`config.mk`:
```
export PLATFORM = sky130hd
export DESIGN_NAME = trajectory_metrics_top
export DESIGN_NICKNAME = d
export VERILOG_FILES = /design/src/design/tm_pkg.sv /design/src/design/trajectory_metrics_top.sv /design/src/design/tm_hypot.sv
export SDC_FILE = /design/constraint.sdc
export NUM_CORES = 1
export LEC_CHECK = 0
export ABC_AREA = 1
export BUFFER_PORTS_ARGS = -buffer_cell sky130_fd_sc_hd__buf_4
export CAP_MARGIN = 40
export CORE_UTILIZATION = 42
export DETAILED_ROUTE_END_ITERATION = 8
export GPL_ROUTABILITY_DRIVEN = 1
export HOLD_SLACK_MARGIN = 0.1
export PLACE_DENSITY_LB_ADDON = 0.3
export SYNTH_ARGS = -nofsm -noshare
export SYNTH_HDL_FRONTEND = slang
export SYNTH_SLANG_ARGS = --single-unit
```
`constraint.sdc`:
```
create_clock -name clk -period 12.65 [get_ports clk]
set_input_delay 1.265 -clock clk [delete_from_list [all_inputs] [get_ports clk]]
set_output_delay 1.265 -clock clk [all_outputs]
set_load 0.1 [all_outputs]
```
`src/design/tm_pkg.sv`:
```
// shared constants for the trajectory metrics block
`timescale 1ns / 1ps
package tm_pkg;

    localparam int COORD_WIDTH_DEF = 24;
    localparam int CFG_DATA_WIDTH  = 32;
    localparam int CFG_INDEX_WIDTH = 2;
    localparam int INV_WIDTH       = 32;
    localparam int SUM_WIDTH       = 40;
    localparam int ERR_WIDTH       = 25;
    localparam int SPEED_SHIFT     = 16;
    localparam int SPEED_SAT_BIT   = 56;
    localparam int PROD_EXT_WIDTH  = 65;

    localparam logic [CFG_INDEX_WIDTH-1:0] CFG_TARGET_X  = 2'd0;
    localparam logic [CFG_INDEX_WIDTH-1:0] CFG_TARGET_Y  = 2'd1;
    localparam logic [CFG_INDEX_WIDTH-1:0] CFG_INV_STEP  = 2'd2;

    localparam logic [INV_WIDTH-1:0] INV_STEP_RESET = 32'd65536;

    // handshake between the sequencer and the hypot unit
    typedef struct packed {
        logic start;
    } tm_hyp_req_t;

    typedef struct packed {
        logic done;
    } tm_hyp_rsp_t;

endpackage

```
`src/design/trajectory_metrics_top.sv`:
```
// trajectory metrics top level: pose sequencer, path sums and serial speed multiply
`timescale 1ns / 1ps
// with N = COORD_WIDTH + 1 (25 by default), a first pose not marked last is only stored;
// a later pose runs tm_hypot on the step, a squaring phase and then a root phase;
// a last pose after another adds a hypot pass for the target error and an N-bit serial multiply,
// and its result is loaded after the multiply, later if out is full
// rst_n is asynchronous and active low; it restores the register defaults
// (targets 0, inverse step time 1.0) and clears all trajectory state
module trajectory_metrics_top #(
    parameter int COORD_WIDTH = tm_pkg::COORD_WIDTH_DEF
) (
    input  logic                                clk,
    input  logic                                rst_n,
    // configuration write port
    input  logic                                cfg_we,
    input  logic [tm_pkg::CFG_INDEX_WIDTH-1:0]  cfg_index,
    input  logic [tm_pkg::CFG_DATA_WIDTH-1:0]   cfg_data,
    // pose channel
    input  logic                                in_valid,
    output logic                                in_ready,
    input  logic signed [COORD_WIDTH-1:0]       pos_x,
    input  logic signed [COORD_WIDTH-1:0]       pos_y,
    input  logic                                last,
    // result channel
    output logic                                out_valid,
    input  logic                                out_ready,
    output logic [tm_pkg::SUM_WIDTH-1:0]        total_distance,
    output logic [tm_pkg::ERR_WIDTH-1:0]        final_error,
    output logic [tm_pkg::SUM_WIDTH-1:0]        max_speed
);
    import tm_pkg::*;

    localparam int N     = COORD_WIDTH + 1;
    localparam int PW    = N + INV_WIDTH;
    localparam int CNT_W = $clog2(N);

    typedef enum logic [2:0] {
        S_IDLE,
        S_STEP,
        S_ERR,
        S_MUL,
        S_OUT
    } state_t;

    state_t                         state_reg;

    // configuration registers
    logic signed [COORD_WIDTH-1:0]  target_x_reg;
    logic signed [COORD_WIDTH-1:0]  target_y_reg;
    logic [INV_WIDTH-1:0]           inv_step_reg;

    // trajectory state
    logic signed [COORD_WIDTH-1:0]  prev_x_reg;
    logic signed [COORD_WIDTH-1:0]  prev_y_reg;
    logic                           have_prev_reg;
    logic [SUM_WIDTH-1:0]           sum_reg;
    logic [N-1:0]                   longest_reg;

    // current pose held while its work runs
    logic signed [COORD_WIDTH-1:0]  cur_x_reg;
    logic signed [COORD_WIDTH-1:0]  cur_y_reg;
    logic                           last_reg;

    logic [ERR_WIDTH-1:0]           err_reg;
    logic [PW-1:0]                  mul_acc_reg;
    logic [N-1:0]                   mul_b_reg;
    logic [CNT_W-1:0]               cnt_reg;
    logic                           out_valid_reg;

    logic                           in_fire;
    logic                           out_free;
    tm_hyp_req_t                    hyp_req;
    tm_hyp_rsp_t                    hyp_rsp;
    logic [N-1:0]                   hyp_root;
    logic [N-1:0]                   mag_x;
    logic [N-1:0]                   mag_y;
    logic signed [COORD_WIDTH-1:0]  a_x;
    logic signed [COORD_WIDTH-1:0]  a_y;
    logic signed [COORD_WIDTH-1:0]  b_x;
    logic signed [COORD_WIDTH-1:0]  b_y;
    logic signed [N-1:0]            diff_x;
    logic signed [N-1:0]            diff_y;
    logic [SUM_WIDTH:0]             sum_wide;
    logic [SUM_WIDTH-1:0]           sum_next;
    logic [N-1:0]                   longest_next;
    logic [INV_WIDTH:0]             mul_sum;
    logic [PW-1:0]                  mul_acc_next;
    logic [PROD_EXT_WIDTH-1:0]      prod_ext;
    logic [SUM_WIDTH-1:0]           speed;
    logic [63:0]                    root_ext;

    assign in_ready = (state_reg == S_IDLE);
    assign in_fire  = in_valid && in_ready;
    assign out_free = !out_valid_reg || out_ready;

    // operand select: step length in idle when a pose came before, target error otherwise
    always_comb
    begin
        a_x = (state_reg == S_IDLE) ? pos_x : cur_x_reg;
        a_y = (state_reg == S_IDLE) ? pos_y : cur_y_reg;
        b_x = ((state_reg == S_IDLE) && have_prev_reg) ? prev_x_reg : target_x_reg;
        b_y = ((state_reg == S_IDLE) && have_prev_reg) ? prev_y_reg : target_y_reg;
        diff_x = {a_x[COORD_WIDTH-1], a_x} - {b_x[COORD_WIDTH-1], b_x};
        diff_y = {a_y[COORD_WIDTH-1], a_y} - {b_y[COORD_WIDTH-1], b_y};
        // the most negative difference, 1 - 2^COORD_WIDTH, negates to 2^COORD_WIDTH - 1, correct when read unsigned
        mag_x = diff_x[N-1] ? (~diff_x + 1'b1) : diff_x;
        mag_y = diff_y[N-1] ? (~diff_y + 1'b1) : diff_y;
    end

    // kick the hypot unit for a step length or for the target error
    assign hyp_req.start = (in_fire && (have_prev_reg || last))
                        || ((state_reg == S_STEP) && hyp_rsp.done && last_reg);

    tm_hypot #(
        .COORD_WIDTH (COORD_WIDTH)
    ) u_hypot (
        .clk   (clk),
        .rst_n (rst_n),
        .req   (hyp_req),
        .mag_a (mag_x),
        .mag_b (mag_y),
        .rsp   (hyp_rsp),
        .root  (hyp_root)
    );

    // saturating path sum and running longest step
    always_comb
    begin
        sum_wide     = {1'b0, sum_reg} + (SUM_WIDTH + 1)'(hyp_root);
        sum_next     = sum_wide[SUM_WIDTH] ? {SUM_WIDTH{1'b1}} : sum_wide[SUM_WIDTH-1:0];
        longest_next = (hyp_root > longest_reg) ? hyp_root : longest_reg;
        root_ext     = 64'(hyp_root);
    end

    // shift-add multiply of longest step by inverse step time, lsb first
    always_comb
    begin
        mul_sum      = {1'b0, mul_acc_reg[PW-1:N]}
                     + (mul_b_reg[0] ? {1'b0, inv_step_reg} : {(INV_WIDTH + 1){1'b0}});
        mul_acc_next = {mul_sum, mul_acc_reg[N-1:1]};
        prod_ext     = PROD_EXT_WIDTH'(mul_acc_reg);
        // anything at or above bit 56 no longer fits after the q16 shift
        speed        = (|prod_ext[PROD_EXT_WIDTH-1:SPEED_SAT_BIT]) ? {SUM_WIDTH{1'b1}}
                     : prod_ext[SPEED_SAT_BIT-1:SPEED_SHIFT];
    end

    // configuration writes; unknown indexes fall through
    always_ff @(posedge clk or negedge rst_n)
    begin
        if (!rst_n)
        begin
            target_x_reg <= '0;
            target_y_reg <= '0;
            inv_step_reg <= INV_STEP_RESET;
        end
        else if (cfg_we)
        begin
            unique case (cfg_index)
                CFG_TARGET_X: target_x_reg <= cfg_data[COORD_WIDTH-1:0];
                CFG_TARGET_Y: target_y_reg <= cfg_data[COORD_WIDTH-1:0];
                CFG_INV_STEP: inv_step_reg <= cfg_data[INV_WIDTH-1:0];
                default:
                begin
                end
            endcase
        end
    end

    // sequencer with trajectory state and result registers
    always_ff @(posedge clk or negedge rst_n)
    begin
        if (!rst_n)
        begin
            state_reg     <= S_IDLE;
            prev_x_reg    <= '0;
            prev_y_reg    <= '0;
            have_prev_reg <= 1'b0;
            sum_reg       <= '0;
            longest_reg   <= '0;
            out_valid_reg <= 1'b0;
            cnt_reg       <= '0;
        end
        else
        begin
            // a new result replaces the one being taken in the same cycle
            if ((state_reg == S_OUT) && out_free)
            begin
                out_valid_reg <= 1'b1;
            end
            else if (out_ready)
            begin
                out_valid_reg <= 1'b0;
            end
            unique case (state_reg)
                S_IDLE:
                begin
                    if (in_fire)
                    begin
                        prev_x_reg    <= pos_x;
                        prev_y_reg    <= pos_y;
                        have_prev_reg <= 1'b1;
                        if (have_prev_reg)
                        begin
                            state_reg <= S_STEP;
                        end
                        else if (last)
                        begin
                            state_reg <= S_ERR;
                        end
                    end
                end
                S_STEP:
                begin
                    if (hyp_rsp.done)
                    begin
                        sum_reg     <= sum_next;
                        longest_reg <= longest_next;
                        state_reg   <= last_reg ? S_ERR : S_IDLE;
                    end
                end
                S_ERR:
                begin
                    if (hyp_rsp.done)
                    begin
                        cnt_reg   <= '0;
                        state_reg <= S_MUL;
                    end
                end
                S_MUL:
                begin
                    if (cnt_reg == CNT_W'(N - 1))
                    begin
                        state_reg <= S_OUT;
                    end
                    else
                    begin
                        cnt_reg <= cnt_reg + 1'b1;
                    end
                end
                S_OUT:
                begin
                    // hold here until the previous result transaction is gone
                    if (out_free)
                    begin
                        prev_x_reg    <= '0;
                        prev_y_reg    <= '0;
                        have_prev_reg <= 1'b0;
                        sum_reg       <= '0;
                        longest_reg   <= '0;
                        state_reg     <= S_IDLE;
                    end
                end
                default:
                begin
                    state_reg <= S_IDLE;
                end
            endcase
        end
    end

    // payload registers
    always_ff @(posedge clk)
    begin
        if (in_fire)
        begin
            cur_x_reg <= pos_x;
            cur_y_reg <= pos_y;
            last_reg  <= last;
        end
        if ((state_reg == S_ERR) && hyp_rsp.done)
        begin
            err_reg     <= root_ext[ERR_WIDTH-1:0];
            mul_acc_reg <= '0;
            mul_b_reg   <= longest_reg;
        end
        if (state_reg == S_MUL)
        begin
            mul_acc_reg <= mul_acc_next;
            mul_b_reg   <= {1'b0, mul_b_reg[N-1:1]};
        end
        if ((state_reg == S_OUT) && out_free)
        begin
            total_distance <= sum_reg;
            final_error    <= err_reg;
            max_speed      <= speed;
        end
    end

    assign out_valid = out_valid_reg;

endmodule

```
`src/design/tm_hypot.sv`:
```
// bit-serial hypot unit: serial squaring then one root bit per cycle
`timescale 1ns / 1ps
module tm_hypot #(
    parameter int COORD_WIDTH = tm_pkg::COORD_WIDTH_DEF
) (
    input  logic                     clk,
    input  logic                     rst_n,
    input  tm_pkg::tm_hyp_req_t      req,
    input  logic [COORD_WIDTH:0]     mag_a,
    input  logic [COORD_WIDTH:0]     mag_b,
    output tm_pkg::tm_hyp_rsp_t      rsp,
    output logic [COORD_WIDTH:0]     root
);
    import tm_pkg::*;

    localparam int N     = COORD_WIDTH + 1;
    localparam int AW    = 2 * N + 1;
    localparam int CNT_W = $clog2(N);

    typedef enum logic [1:0] {
        PH_IDLE,
        PH_SQUARE,
        PH_ROOT
    } phase_t;

    phase_t             phase_reg;
    logic [CNT_W-1:0]   cnt_reg;
    logic               done_reg;
    logic [N-1:0]       ma_reg;
    logic [N-1:0]       mb_reg;
    logic [N-1:0]       sa_reg;
    logic [N-1:0]       sb_reg;
    logic [AW-1:0]      acc_reg;
    logic [2*N-1:0]     rad_reg;
    logic [N:0]         rem_reg;
    logic [N-1:0]       q_reg;

    logic [N+1:0]       sq_sum;
    logic [AW-1:0]      acc_next;
    logic [N+2:0]       rp;
    logic [N+3:0]       diff;
    logic               last_cnt;

    // partial product: add both selected magnitudes, then shift right
    always_comb
    begin
        sq_sum = {1'b0, acc_reg[AW-1:N]}
               + {2'b00, (sa_reg[0] ? ma_reg : {N{1'b0}})}
               + {2'b00, (sb_reg[0] ? mb_reg : {N{1'b0}})};
        acc_next = {sq_sum, acc_reg[N-1:1]};
    end

    // restoring root step on the next two radicand bits
    always_comb
    begin
        rp   = {rem_reg, rad_reg[2*N-1:2*N-2]};
        diff = {1'b0, rp} - {2'b00, q_reg, 2'b01};
    end

    assign last_cnt = (cnt_reg == CNT_W'(N - 1));

    always_ff @(posedge clk or negedge rst_n)
    begin
        if (!rst_n)
        begin
            phase_reg <= PH_IDLE;
            cnt_reg   <= '0;
            done_reg  <= 1'b0;
        end
        else
        begin
            done_reg <= 1'b0;
            unique case (phase_reg)
                PH_IDLE:
                begin
                    if (req.start)
                    begin
                        phase_reg <= PH_SQUARE;
                        cnt_reg   <= '0;
                    end
                end
                PH_SQUARE:
                begin
                    if (last_cnt)
                    begin
                        phase_reg <= PH_ROOT;
                        cnt_reg   <= '0;
                    end
                    else
                    begin
                        cnt_reg <= cnt_reg + 1'b1;
                    end
                end
                PH_ROOT:
                begin
                    if (last_cnt)
                    begin
                        phase_reg <= PH_IDLE;
                        done_reg  <= 1'b1;
                    end
                    else
                    begin
                        cnt_reg <= cnt_reg + 1'b1;
                    end
                end
                default:
                begin
                    phase_reg <= PH_IDLE;
                end
            endcase
        end
    end

    // datapath shift registers
    always_ff @(posedge clk)
    begin
        case (phase_reg)
            PH_IDLE:
            begin
                if (req.start)
                begin
                    ma_reg  <= mag_a;
                    mb_reg  <= mag_b;
                    sa_reg  <= mag_a;
                    sb_reg  <= mag_b;
                    acc_reg <= '0;
                end
            end
            PH_SQUARE:
            begin
                acc_reg <= acc_next;
                sa_reg  <= {1'b0, sa_reg[N-1:1]};
                sb_reg  <= {1'b0, sb_reg[N-1:1]};
                if (last_cnt)
                begin
                    rad_reg <= acc_next[2*N-1:0];
                    rem_reg <= '0;
                    q_reg   <= '0;
                end
            end
            PH_ROOT:
            begin
                rad_reg <= {rad_reg[2*N-3:0], 2'b00};
                if (!diff[N+3])
                begin
                    rem_reg <= diff[N:0];
                    q_reg   <= {q_reg[N-2:0], 1'b1};
                end
                else
                begin
                    rem_reg <= rp[N:0];
                    q_reg   <= {q_reg[N-2:0], 1'b0};
                end
            end
            default:
            begin
            end
        endcase
    end

    assign rsp.done = done_reg;
    assign root     = q_reg;

endmodule
```
======== Word level (Yosys, flattened, before mapping) ========
Cells that the tools add are included.
word-level totals
  flip-flop bits (word level) ............. 724
  input bits .............................. 88
  output and inout bits ................... 107
  logic and storage cells ................. 170
operators by class
  $add $sub $neg .......................... 11
  order comparisons ....................... 1
  equality and inequality tests ........... 22
  multiplexer cells ....................... 67
  bitwise operators ....................... 2
  reductions and logical operators ........ 35
operators by type and width
  kind                                                              count
  25-bit 2-to-1 mux                                                 10
  24-bit 2-to-1 mux                                                 9
  25-bit one-hot mux with 2 select lines                            4
  40-bit 2-to-1 mux                                                 3
  57-bit 2-to-1 mux                                                 2
  51-bit one-hot mux with 2 select lines                            1
  50-bit one-hot mux with 2 select lines                            1
  24-bit one-hot mux with 2 select lines                            2
  40-bit one-hot mux with 2 select lines                            1
  26-bit 2-to-1 mux                                                 2
  26-bit one-hot mux with 2 select lines                            1
  51-bit 2-to-1 mux                                                 1
  25-bit by 1-bit adder with 25-bit output (second input constant)  2
  50-bit 2-to-1 mux                                                 1
  25-bit inverter                                                   2
  24-bit by 24-bit subtractor with 25-bit output                    2
  40-bit by 25-bit adder with 41-bit output                         1
  32-bit by 32-bit adder with 33-bit output                         1
  32-bit 2-to-1 mux                                                 1
  28-bit by 27-bit subtractor with 29-bit output                    1
  26-bit by 25-bit adder with 27-bit output                         1
  27-bit by 25-bit adder with 27-bit output                         1
  25-bit greater-than comparator                                    1
  5-bit 2-to-1 mux                                                  5
  29 further kinds                                                  82

======== Logic depth before layout (Yosys ltp) ========
Gate-level depths: netlist (run 1).
  word-level depth ........................ 9
  mapped depth ............................ 28
  mapped depth without buffers ............ 27

======== By module ========
From an unflattened synthesis (run 1), not the netlist that was laid out.
second synthesis, totals
  cell total of the unflattened synthesis .. 4,970
  area total of the unflattened synthesis .. 41,008.1 um^2
modules (own cells, without submodules)
  module                  times used  cells an instance  area an instance (um^2)  sequential area each (um^2)
  trajectory_metrics_top  1           3,271              26,300.2                 12,428.2
  tm_hypot                1           1,699              14,707.9                 7,737.4

======== Worst setup path after synthesis (run 1) ========
OpenSTA, ideal clock, no wires.
  kind .................................... in2reg
  from .................................... input port out_ready
  to ...................................... register prev_x_reg[10]
  library setup time ...................... 0.138 ns
  arrival ................................. 6.936 ns
  data required time ...................... 12.512 ns
  path slack .............................. 5.576 ns
  stages on the path ...................... 7
  buffers on the path ..................... 2
  path through ............................ nor2_1 nor2_1 inv_1 nand2_1 clkbuf_1 buf_1 o22ai_1
on the way
  word-level cells in the longest chain between the ends .. 3
ends and longest elaborated chain
  what                             line                           RTL
  from (decl)                      trajectory_metrics_top.sv:26   input logic out_ready,
  1-bit logical OR                 trajectory_metrics_top.sv:94   assign out_free = !out_valid_reg || out_ready;
  2-bit inequality test (no line)  -
  3-bit AND reduction (no line)    -
  to (signal assigned)             trajectory_metrics_top.sv:199  prev_x_reg <= pos_x;
  to (decl)                        trajectory_metrics_top.sv:53   logic signed [COORD_WIDTH-1:0] prev_x_reg;
Every way passes these cells.
A chain may end at the register's enable or synchronous reset.

======== Worst setup path in the final report (run 1) ========
  from .................................... register state_reg[2]
  to ...................................... register u_hypot.sb_reg[3] (data pin)
on the way
  word-level cells in the longest chain between the ends .. 9
  elaborated cells on any way between the ends .. 10
  classes of those cells .................. add/sub: 2; mux: 5; bitwise: 1; reduce/logical: 2
ends and longest elaborated chain
  what                                                line                                                          RTL
  from (decl)                                         trajectory_metrics_top.sv:45                                  state_t state_reg;
  from (signal assigned)                              trajectory_metrics_top.sv:218                                 state_reg <= last_reg ? S_ERR : S_IDLE;
  3-bit zero test (*)                                 trajectory_metrics_top.sv:100, trajectory_metrics_top.sv:102
  1-bit logical AND                                   trajectory_metrics_top.sv:102                                 b_y = ((state_reg == S_IDLE) && have_prev_reg) ? prev_y_reg : target_y_reg;
  24-bit 2-to-1 mux                                   trajectory_metrics_top.sv:102
  24-bit by 24-bit subtractor with 25-bit output (*)  trajectory_metrics_top.sv:104                                 diff_y = {a_y[COORD_WIDTH-1], a_y} - {b_y[COORD_WIDTH-1], b_y};
  25-bit inverter                                     trajectory_metrics_top.sv:107                                 mag_y = diff_y[N-1] ? (~diff_y + 1'b1) : diff_y;
  25-bit by 1-bit adder with 25-bit output            trajectory_metrics_top.sv:107
  25-bit 2-to-1 mux (*)                               trajectory_metrics_top.sv:107
  net mag_y[3]                                        trajectory_metrics_top.sv:76                                  logic [N-1:0] mag_y;
  25-bit 2-to-1 mux (*)                               tm_hypot.sv:120                                               if (req.start)
  25-bit one-hot mux with 2 select lines (*)          tm_hypot.sv:117                                               case (phase_reg)
  to (signal assigned)                                tm_hypot.sv:125                                               sb_reg <= mag_b;
  to (signal assigned)                                tm_hypot.sv:133                                               sb_reg <= {1'b0, sb_reg[N-1:1]};
  to (decl)                                           tm_hypot.sv:32                                                logic [N-1:0] sb_reg;
The timed path passes the listed nets; every way through them passes the cells marked *. The select of a mux whose other input is x is not followed.

==> impl_metrics.ini, run 1 <==
[die]
initial_utilization_pct = 42.5
die_width_um = 309
die_y_um = 309
dieArea_um2 = 95600
row_count = 112
pin_count = 195
coreArea_um2 = 93300

[sta]
hold_violations = 0
finalSetupTns_ns = 0
setup_viol = 0
worst_pin_slew_ns = 0.918
slew_violations = 0
relSlewSlack_pct = 38.8
timing.fmax_mhz = 184
fin_skew_ns = 0.0328
rsz0062_at_grt = no
fin_crit_ns = 5.44
period_share_pct = 43.0

[setup_path]
worst_path_largest_cell_delay_ns = 0.59
worstPathArrival_ns = 5.82
cp-start-kind = flip-flop
critPathMostFrequentCell = nand2_1
reg2reg_slack_ns = 7.21
crit_path_end_kind = flip-flop
crit_type = flip-flop to flip-flop
path_buf_inv = 5
r2r_end = u_hypot.sb_reg[3]
cpLargestDelayFamily = simple AND/OR/NAND/NOR gates
crit_fanout = 97
worst_path_max_delay_cell = buf_4
required_ns = 13.02
worstRegToRegCells = 24
rr_startpoint = state_reg[2]
crit_chain = nor2_1 -> nand2_4 -> buf_4 -> nor2_4 -> buf_4 -> inv_1 -> o21ai_0 -> ha_1 -> inv_1 -> fa_1 -> nand3_1 -> nand3_2 -> nand2_1 -> nand2_1 -> nand2_1 -> nand2_2 -> nand2_2 -> nand2_4 -> xor2_4 -> inv_2 -> nor2_1 -> xnor2_1 -> nand2_1 -> nand2_1

[route]
totalWireLength_um = 101000
wl_per_cell_um = 16.5
detail-route-antenna-nets = 0
via_per_inst = 5.08
drc_errors = 0
dr.pass1.iters = 6
drt_iter0_markers = 2372
vias = 31000

[clock_tree]
holdBufCountCts = 0
cts-root-buf = clkbuf_16
cts_buffer_depth = 3
cts_setup_buffers = 0
post_cts_resized = 0
cts_buffers = 80
htree_num_levels = 3
cts_tree = built
clk_pin_slew_ns = 0.06
insertion_delay_ns = 0.64
clock_sinks = 707

[yosys]
syn-num-nets = 4912
avgSynthCellArea_um2 = 8.61
async_flop_share_pct = 29.8
yosys_warnings = 0
yosysTopAreaCell = edfxtp_1
synth-edff-count = 495
synthCells = 4603
ys_top_cells_by_area = edfxtp_1, dfrtp_1, nand2_1
netlist_area_um2 = 39600
synth_ff_type = edfxtp_1
ys_ff_latch = 707
netlist.area_leader.share_pct = 37.5
yosysUniqueCellTypes = 60
synth_seq_area_share_pct = 50.9

[grt]
grt_max_degree = 98
grt_overflow = 0
grt_pass1_vias = 29700
antenna_found_initial = 6
grt_first_pass_wirelength_um = 162000
track_usage_pct = 21.4

[status]
status = complete, no violations

[worst_hold_path]
min_to = final_error[3]
hold_path.startpoint = err_reg[3]
whs_path_depth = 0
hp-class = flip-flop to flip-flop

[run]
maxCapViolations = 0

[layout]
nets = 5094
final_layout_size_suffix_gt1_share_pct = 8.99
fillerInstances = 8885
area_growth_pct = 14.5

[place]
io_buffers = 194
dp.final_hpwl_um = 73400
place_congestion = 0.902
-- cell type report --
class                   instances  area, µm²  share of cell area [%]
flip-flops and latches        707      20200                    44.5
repair buffers                230       1870                    4.12
well taps                    1254       1570                    3.46
multi-input cells            3079      16400                    36.2
clock buffers                 112       2270                    5.00
inverters                     687       2580                    5.69
clock inverters                34        464                    1.02
diodes                          3       7.51                  0.0166
-- worst register-to-register path: stages (launching register included) --
cell	delay, ns
dfrtp_1	0.42
nor2_1	0.25
nand2_4	0.05
buf_4	0.36
nor2_4	0.50
buf_4	0.60
inv_1	0.20
o21ai_0	0.19
ha_1	0.19
inv_1	0.08
fa_1	0.45
nand3_1	0.14
nand3_2	0.12
nand2_1	0.10
nand2_1	0.09
nand2_1	0.11
nand2_2	0.07
nand2_2	0.08
nand2_4	0.06
xor2_4	0.56
inv_2	0.17
nor2_1	0.15
xnor2_1	0.11
nand2_1	0.07
nand2_1	0.05
-- synth_stat cells, types with 47 or more instances --
master,count
edfxtp_1,495
o21ai_0,436
clkbuf_1,113
ha_1,191
nand2_1,1327
xor2_1,69
nor2_1,249
nor3_1,47
nand3_1,141
o22ai_1,50
a21oi_1,243
dfrtp_1,210
inv_1,683
-- metal layers --
layer	GRT usage [%]	part of all wire, %	vias up
met4	5.69	2.3	8
li1	-	-	15500
met2	34.4	46	825
met5	0	0.045	-
met3	3.18	6.1	144
met1	30.1	46	14500
-- cells by family (layout without fill, tap and decap cells) --
logic type / after synthesis / in the layout / synth area share [%]
other: 0 / 3 / 0
AO/OA/AOI/OAI: 837 / 837 / 11.3
XOR/XNOR: 111 / 111 / 2.56
multiplexers: 8 / 8 / 0.227
adder cells (fa/ha/maj): 221 / 221 / 7.55
AND/OR/NAND/NOR: 1902 / 1902 / 19.6
flip-flops: 707 / 707 / 50.9
buffers and inverters: 817 / 1063 / 7.83
-- per-stage QoR --
| step | cell area [µm²] | util (%) | setup slack [ns] | std cells | hold WS (ns) |
|---|---|---|---|---|---|
| 6_report | 45400 | 48.6 | 7.21 | 6106 | 0.409 |
| 2_1_floorplan | 39600 | - | 5.58 | 4603 | 0.400 |
| 3_5_place_dp | 42600 | 45.7 | 7.20 | 5957 | 0.405 |
| 3_3_place_gp | 42400 | 45.5 | 7.27 | 5949 | 0.402 |
| 5_1_grt | 45400 | 48.6 | 6.61 | 6103 | 0.424 |
| 4_1_cts | 45400 | 48.6 | 7.18 | 6103 | 0.415 |
-- worst max-delay path by stage --
stage            startpoint  cells past startpoint                  to
2_1_floorplan     out_ready                      7      prev_x_reg[10]
3_5_place_dp   state_reg[2]                     22  u_hypot.sb_reg[14]
4_1_cts        state_reg[2]                     24   u_hypot.sb_reg[3]
3_3_place_gp   state_reg[2]                     22  u_hypot.sb_reg[14]
6_report       state_reg[2]                     24   u_hypot.sb_reg[3]
5_1_grt        state_reg[2]                     24  u_hypot.sb_reg[21]
-- cells in the final DEF, fill, tap and decap left out, types with 22 or more instances in the layout --
cell type and n:
nand3_1 140, xor2_1 69, nor3_1 46, dfrtp_1 210
ha_1 189, a21oi_1 243, o22ai_1 50, nand2_1 1324
or2_2 37, nand4_1 46, xnor2_1 38, o21ai_0 436
nor2_1 243, fa_1 30, clkbuf_1 22, clkbuf_16 84
edfxtp_1 495, inv_1 682, buf_4 221
Power of run 1 is left out: the tool's default activity adds up to more than one toggle a clock period on the data nets, which glitch-free logic cannot reach.
==> run 2: changes to the inputs <==
- ABC_AREA: 1 -> 0
- clock period: 12.65 -> 5.35 ns (I/O delays scaled with it)
==> run 2 against run 1 <==
Synthesized cell count is 33% lower. Non-clock buffer count is 68 higher. Critical endpoint is now u_hypot.sb_reg[23]. Highest routed layer unchanged. Hold slack worse by 0.26 ns. Critical path depth is 7 lower. Count of clock-buffer cells in the layout is 14 lower. Routed wire length is 16% lower.
==> impl_metrics.ini, run 2 <==
[status]
status = complete, no violations

[sta]
timing.fmax_mhz = 201
worst_pin_slew_ns = 0.857
setup_viol = 0
relSlewSlack_pct = 41.4
slew_violations = 0
period_share_pct = 93.0
fin_crit_ns = 4.98
rsz0062_at_grt = yes
hold_violations = 0
fin_skew_ns = 0.0244

[clock_tree]
clk_pin_slew_ns = 0.06
cts_buffer_depth = 3
cts_setup_buffers = 0
insertion_delay_ns = 0.65
cts_tree = built
clock_sinks = 707
cts_buffers = 77
cts-root-buf = clkbuf_16
htree_num_levels = 3

[route]
detail-route-antenna-nets = 0
drc_errors = 0
wl_per_cell_um = 18.5
dr.pass1.iters = 6
via_per_inst = 5.37
totalWireLength_um = 84900
vias = 24600
drt_iter0_markers = 1568

[yosys]
async_flop_share_pct = 29.8
yosysMostFrequentCell = edfxtp_1
synthCells = 3101
avgSynthCellArea_um2 = 11.9
synth_ff_type = edfxtp_1
netlist_area_um2 = 37000
syn-num-nets = 3410
yosysTopAreaCell = edfxtp_1
yosys_warnings = 0
netlist.area_leader.share_pct = 40.2
yosys-top-cells-count = edfxtp_1, dfrtp_1, mux2_2
synth_seq_area_share_pct = 54.5
ys_ff_latch = 707
ys_top_cells_by_area = edfxtp_1, dfrtp_1, ha_1
yosysUniqueCellTypes = 88
synth-edff-count = 495

[layout]
mostFrequentLayoutCells = edfxtp_1, buf_4, dfrtp_1, mux2_2, nor2_1
nets = 3670
fillerInstances = 7797
multi_input_area_um2 = 15800
area_growth_pct = 17.0
regArea_um2 = 20200
fin_util_pct = 49.8
num_antenna_cells = 0
final_layout_size_suffix_gt1_share_pct = 19.4
mostFrequentLayoutCell = edfxtp_1

[grt]
track_usage_pct = 19.0
antenna_found_initial = 4
grt_pass1_vias = 24300
grt_first_pass_wirelength_um = 136000
grt_max_degree = 112
grt_overflow = 0

[power_and_ir_drop]
power_mw = 30.8
max-vdd-ir-drop_uv = 412
p_leak_nw = 17.6
p_per_area_nw_per_um2 = 711

[die]
initial_utilization_pct = 42.5
dieArea_um2 = 89300
die_y_um = 299
die_width_um = 299
pin_count = 195
coreArea_um2 = 87000
row_count = 108

[setup_path]
required_ns = 5.74
crit_type = flip-flop to flip-flop
worstPathArrival_ns = 5.36
cp-start-kind = flip-flop
crit_fanout = 44
crit_path_end_kind = flip-flop

[place]
place_congestion = 0.826
io_buffers = 194
dp.final_hpwl_um = 60200

[run]
maxCapViolations = 0

[worst_hold_path]
hp-class = input pin to flip-flop
run 2: power by group:
part	switching, mW	internal (mW)
sequential	0.606	8.57
combinational	9.61	6.51
clock	2.27	3.21
total	12.5	18.3
run 2: cell type report:
type,instances,area share (%)
timing repair buffer,298,5.95
clock inverter,45,1.17
inverter,192,1.67
sequential,707,46.6
multi-input combinational,2085,36.4
tap,1155,3.34
clock buffer,98,4.87
run 2: worst paths after layout:
kind	startpoint	to	slack [ns]	cells after the start
worst min-delay path	pos_y[1]	cur_y_reg[1]	0.15	1
worst max register to register	state_reg[1]	u_hypot.sb_reg[23]	0.37	17
worst max-delay path	state_reg[1]	u_hypot.sb_reg[23]	0.37	17
min in group asynchronous	rst_n	prev_x_reg[7]	0.50	2
worst min register to register	err_reg[17]	final_error[17]	0.42	0
max in group asynchronous	rst_n	sum_reg[7]	3.59	3
run 2: cell families after synthesis:
logic type | count (synthesis) | synth area share (%)
DFF | 707 | 54.5
buffers and inverters | 309 | 3.16
muxes | 268 | 7.92
xor gates and xnor gates | 166 | 3.93
adders and majority gates | 221 | 8.08
AOI/OAI and AO/OA | 680 | 12.2
and+or+nand+nor | 750 | 10.2
run 2: metal layers:
| layer | GRT usage, % | vias to the layer above | wire [µm] | part of all wire [%] |
|---|---|---|---|---|
| met1 | 26.4 | 12100 | 39500 | 47 |
| met4 | 6.91 | 6 | 2720 | 3.2 |
| met3 | 2.81 | 155 | 3350 | 3.9 |
| li1 | - | 11900 | - | - |
| met2 | 30.3 | 482 | 39300 | 46 |
| met5 | 0 | - | 26 | 0.031 |
run 2: worst max-delay path, cell delays in order, from the launching register on:
cell and delay, ns:
dfrtp_1 0.46, nor3_2 0.29, buf_12 0.29, mux2i_1 0.24, ha_1 0.19, inv_1 0.05, fa_1 0.42, a211oi_2 0.27
o21ai_1 0.11, a31oi_2 0.30, a21oi_2 0.12, a311oi_2 0.29, xor2_1 0.27, o31ai_1 0.17, or3b_4 0.42, o41ai_2 0.36
xnor2_1 0.12, mux2_2 0.27
run 2: metrics by stage:
stage | hold slack, ns | instance area [µm²] | instances | setup TNS [ns] | setup WS, ns
floorplan | 0.239 | 37000 | 3101 | 0 | 0.108
global placement | 0.400 | 39900 | 4372 | 0 | 0.412
detailed placement | 0.405 | 40100 | 4381 | 0 | 0.321
CTS | 0.106 | 43300 | 4580 | 0 | 0.271
global route | 0.124 | 43300 | 4580 | -0.00216 | -0.00216
finish | 0.153 | 43300 | 4580 | 0 | 0.373
run 2: repair_timing:
| action | CTS | global route |
|---|---|---|
| resized for setup | 0 | 3 |
| hold endpoints to repair | 159 | 0 |
| hold buffers | 56 | 0 |
| endpoints found under the setup margin | 0 | 14 |
(Power assumes the default switching activity.)
